`src/hdl/arem_pkg.sv`:
```
// ----------------------------------------------------------------------------
// arem_pkg
// Shared types and constants of the adjacency row edge merger.
// ----------------------------------------------------------------------------
package arem_pkg;

  // fixed field widths
  localparam int unsigned KEY_W    = 32;
  localparam int unsigned WEIGHT_W = 32;
  localparam int unsigned MASK_W   = 12;

  // parameter defaults
  localparam int unsigned TABLE_SIZE_DEF = 4096;
  localparam int unsigned MAX_ROW_DEF    = 64;

  // configuration port
  localparam int unsigned CFG_ADDR_W = 3;
  localparam int unsigned CFG_DATA_W = 32;
  localparam logic [CFG_ADDR_W-3:0] REG_KEY_MASK   = '0;
  localparam logic [MASK_W-1:0]     KEY_MASK_RESET = '1;

  // operation codes on in_tuser
  localparam logic OP_ADD = 1'b0;
  localparam logic OP_END = 1'b1;

  // control sequencer states
  typedef enum logic [2:0] {
    ST_CLEAR,
    ST_IDLE,
    ST_ADD_READ,
    ST_ADD_DECIDE,
    ST_ADD_SCAN,
    ST_EMIT
  } state_t;

  // command broadcast to the row cells
  typedef enum logic [1:0] {
    CELL_HOLD,
    CELL_LOAD,
    CELL_ACC,
    CELL_SHIFT
  } cell_cmd_t;

  typedef struct packed {
    cell_cmd_t             cmd;
    logic [KEY_W-1:0]      key;
    logic [WEIGHT_W-1:0]   weight;
  } cell_ctl_t;

endpackage

```
`src/hdl/arem_cell.sv`:
```
// ----------------------------------------------------------------------------
// arem_cell
// One row position: holds a key and its summed weight, loads, accumulates
// with saturation, or takes its neighbor's entry when the row shifts out.
// ----------------------------------------------------------------------------
module arem_cell (
  input  logic                             clk,
  input  arem_pkg::cell_ctl_t              ctl,
  input  logic                             sel,
  input  logic [arem_pkg::KEY_W-1:0]       nb_key,
  input  logic [arem_pkg::WEIGHT_W-1:0]    nb_wt,
  output logic [arem_pkg::KEY_W-1:0]       key,
  output logic [arem_pkg::WEIGHT_W-1:0]    wt,
  output logic                             hit
);
  import arem_pkg::*;

  logic [KEY_W-1:0]    key_r, key_nxt;
  logic [WEIGHT_W-1:0] wt_r, wt_nxt;
  logic [WEIGHT_W:0]   sum;

  // saturating accumulate
  assign sum = {1'b0, wt_r} + {1'b0, ctl.weight};

  // next entry
  always_comb begin
    key_nxt = key_r;
    wt_nxt  = wt_r;
    unique case (ctl.cmd)
      CELL_HOLD: ;
      CELL_LOAD: begin
        if (sel) begin
          key_nxt = ctl.key;
          wt_nxt  = ctl.weight;
        end
      end
      CELL_ACC: begin
        if (sel) begin
          wt_nxt = sum[WEIGHT_W] ? '1 : sum[WEIGHT_W-1:0];
        end
      end
      CELL_SHIFT: begin
        key_nxt = nb_key;
        wt_nxt  = nb_wt;
      end
      default: ;
    endcase
  end

  always_ff @(posedge clk) begin
    key_r <= key_nxt;
    wt_r  <= wt_nxt;
  end

  assign key = key_r;
  assign wt  = wt_r;
  assign hit = sel && (key_r == ctl.key);

endmodule

```
`config.mk`:
```
export PLATFORM = sky130hd
export DESIGN_NAME = arem_cell
export DESIGN_NICKNAME = d
export VERILOG_FILES = /design/src/hdl/arem_pkg.sv /design/src/hdl/arem_cell.sv
export SDC_FILE = /design/constraint.sdc
export NUM_CORES = 1
export LEC_CHECK = 0
export BUFFER_PORTS_ARGS = -buffer_cell sky130_fd_sc_hd__buf_4
export CAP_MARGIN = 20
export CORE_ASPECT_RATIO = 0.9
export CORE_MARGIN = 3
export CORE_UTILIZATION = 23
export DETAILED_ROUTE_END_ITERATION = 8
export GPL_TIMING_DRIVEN = 1
export HOLD_SLACK_MARGIN = 0.12
export SYNTH_ARGS = -nofsm -noshare
export SYNTH_HDL_FRONTEND = slang
export SYNTH_SLANG_ARGS = --single-unit
```
`constraint.sdc`:
```
create_clock -name clk -period 3 [get_ports clk]
set_input_delay 0.15 -clock clk [delete_from_list [all_inputs] [get_ports clk]]
set_output_delay 0.15 -clock clk [all_outputs]
set_load 0.03 [all_outputs]
```
==> impl_results.md <==
- Critical Path, Cell by Cell: ha_1 -> a21o_1 -> a21oi_1 -> nand2_1 -> a21oi_2 -> o21ai_1 -> o41ai_2 -> xnor2_1 -> o221ai_1 -> o21ai_0
- Antenna violations before repair: 0
- Antenna diodes: 0
- Boundary pin count: 197
- Layout area overhead: 56.4%
- Core ar.: 0.0204 sq mm
- DRC violations left: 0
- Antenna-violating nets left: 0
- Via/cell ratio: 4.66
- FF/Latch Area: 0.00192 sq mm
- Setup bufs post-CTS: 0
- Max stage delay cell, worst path: o41ai_2
- Die X: 160 um
- GRT Resource Usage Total: 15.3%
- H-tree Lvls: 3
- Post-synthesis xor/xnor area fraction: 10.7%
- Main synth FF type: edfxtp_1
- Status: finished, final reports clean
- Endpoints failing setup: 0
- Psw: 1.29 mW
- Routed wire length: 17.7 mm
- Clock Power Share: 28.5%
- Ranking of synthesized cells by area: edfxtp_1 (39%), ha_1 (8.2%), xnor2_1 (7.5%), mux2_2 (7.4%), o221ai_1 (4.3%)
- Number of global-route vias before repair: 5081
- Overall power: 3.62 mW
- WL per Instance: 17.5 um
- Synth Area in Compound Gates: 21.3%
- Crit-path max FO: 5
- Reg2Reg Capture Point: wt[27]
- Post-route minimum period: 2.84 ns
- Maximum Capacitance Violations: 0
- Critical path data required time: 3.07 ns
- Critical Path Source Type: register
- Setup crit end: wt[27]
- Power per cell area: 474 mW/mm^2
- Cell Area, Synth: 0.00489 sq mm
- Worst-path clk slew: 0.07 ns
- Reg power frac: 32.2%
- Syn Area/Cell: 10.4 sq um
- RSZ-0062 raised after global routing: no
- Max Buffers Root-to-Sink: 2
- Comb pwr share: 39.3%
- Worst setup path class: reg -> reg
- I/O Buffers: 196
- Synth Instances: 471
- Top Family by Delay on Critical Path: compound AO/OA/AOI/OAI gates
- Dpl cell area: 0.00675 sq mm
- CTS tree: built
- GRT Residual Overflow: 0
- Worst R2R Start: wt[3]
- Die Span Y: 144 um
- Final #Nets: 896
- Critical Path End Type: register
- Worst-margin pin slew: 0.688 ns
- Setup TNS: 0 ns
- Final Slew Violations: 0
- Post-Synth Simple-Gate Area: 7.95%
- Int Pwr: 2.33 mW
- Area share of the largest cell type after synthesis: 39.3%
- Pleak: 3.25 nW
- R2R depth: 10
- Total clock sinks: 64
- Layout fillers: 2039
- Initial Utilization: 24.0%
- Largest family of logic cells by synthesized area: compound AO/OA/AOI/OAI gates
- Multi-input logic area: 0.00279 sq mm
- Die area: 0.0231 sq mm
- Drt pass-1 iters: 5
- Placer Congestion: 0.822
- Max incr delay on CP: 0.40 ns
- Pin count of the biggest net entering global routing: 37
- Reg-to-reg slack, setup: 0.16 ns
- Arrival time worst endpoint: 2.91 ns
- Hold Crit Class: in -> reg
- First-pass GRT wire length: 27.6 mm
- Layout Skew: 0.00660 ns
- Ys Warns: 0
- Portion of netlist area occupied by mux cells: 7.67%
- Post-Synthesis Net Count: 636
- Highest Clock Rate: 353 MHz
- Inserted Clock Buffers: 9
- Final instance area: 0.00765 sq mm
- First-iteration detailed-routing DRC count: 239
- Relative slew slack: 54.1%
- Async S/R FF share, synth: 0%
- Sw Share: 35.6%
- Final count of hold timing violations: 0
- VDD IR max: 279 uV
- Total number of vias: 4739
- Final HPWL DP: 13.1 mm
- Rows: 49
- Worst setup path start: wt[3]
- Cell depth of the worst setup path: 10
- Crit path buf inv count: 0
- Post-synthesis sequential area ratio: 39.3%
- Number of enable flip-flop cells after synthesis: 64
- Yosys top cell by area: edfxtp_1
- Clock insertion delay at the later pin of the skew report: 0.34 ns
- #FFs+latches synth: 64
- Root Buffer: clkbuf_16
- Layout cells sized above 1: 37.1%
- Tcrit/Tclk final: 94.5%
- Adder-cell share of the synthesized area: 8.59%
- Distinct cell type count after synthesis: 51
-- state kept, by name, summed over array words and instances, names as in the netlist --
signal,count
key,32
wt,32
-- per-layer routing --
metal	up-vias	track usage [%]	part of all wire [%]
li1	2324	-	-
met1	2190	17.8	42
met2	206	25.6	46
met3	19	6.67	9.9
met4	0	4.61	1.8
met5	-	0	0
-- power by group through the flow --
stage | logic [mW] | clock network, mW | registers (mW)
floorplan | 0.668 | 0 | 1.35
global placement | 1.32 | 0 | 1.18
detailed placement | 1.33 | 0 | 1.19
CTS | 1.41 | 1.06 | 1.17
global route | 1.55 | 1.09 | 1.18
finish | 1.42 | 1.03 | 1.17
-- stage by stage --
stage                     setup WS (ns)  hold WS (ns)  std cells  utilization [%]
after global placement            0.135         0.453        941             33.1
after global routing            0.00299         0.127       1016             37.5
after floorplan                  0.0581         0.370        471                -
after CTS                        0.0639         0.123       1016             37.3
final                             0.164         0.139       1016             37.5
after detailed placement       -0.00462         0.455        941             33.1
-- cells in the mapped netlist, types with 2 or more instances --
library cell and instances:
o221ai_1 24, xnor2_1 42, ha_1 32, nand3_1 7, nand2b_1 5, clkbuf_1 14, nor3_1 3, inv_1 31
a21oi_1 34, a21o_1 19, mux2_2 32, buf_6 3, nand4_1 13, a32oi_1 2, o21a_1 3, o21ai_1 13
xor2_1 18, o22ai_1 7, o21bai_1 4, or3_1 4, o211ai_1 2, nor4_1 4, buf_2 3, edfxtp_1 64
a31oi_1 5, nor2_1 17, a211oi_1 2, o21ai_0 29, nand2_1 13
-- timing repair --
item	in CTS	in global routing
hold buffers	59	0
setup endpoints to repair	3	28
pin swaps	0	2
endpoints found under the hold margin	32	0
resized for setup	1	5
-- logic make-up (layout without fill, tap and decap cells) --
kind of cell,Yosys count,after routing
mux,33,33
buf+inv,51,316
simple gates,75,75
compound gates,155,155
xor+xnor,60,60
flops,64,64
fa+ha+maj,33,33
-- cells in the final DEF (no fill, tap or decap), types with 7 or more instances in the layout --
master	Yosys	layout
a21o_1	19	19
a21oi_1	34	34
buf_4	0	208
clkbuf_16	0	9
dlygate4sd3_1	0	59
edfxtp_1	64	64
ha_1	32	32
inv_1	31	31
mux2_2	32	32
nand2_1	13	13
nand3_1	7	7
nand4_1	13	13
nor2_1	17	16
o21ai_0	29	29
o21ai_1	13	12
o221ai_1	24	24
o22ai_1	7	7
xnor2_1	42	42
xor2_1	18	18
-- worst min-delay path by stage --
stage,startpoint,to,cells past startpoint
finish,ctl[32],key[0],2
global route,nb_key[14],key[14],2
CTS,ctl[51],key[19],2
detailed placement,nb_key[26],key[26],2
global placement,nb_key[27],key[27],2
floorplan,nb_key[25],key[25],1
-- layout make-up --
type	instances	share of cell area, %
clock buffer	9	2.94
clock inverter	7	0.703
inverter	31	1.52
multi-input combinational	356	36.5
sequential	64	25.1
tap	280	4.58
timing repair buffer	269	28.6
Power figures use the tool's default switching activity.
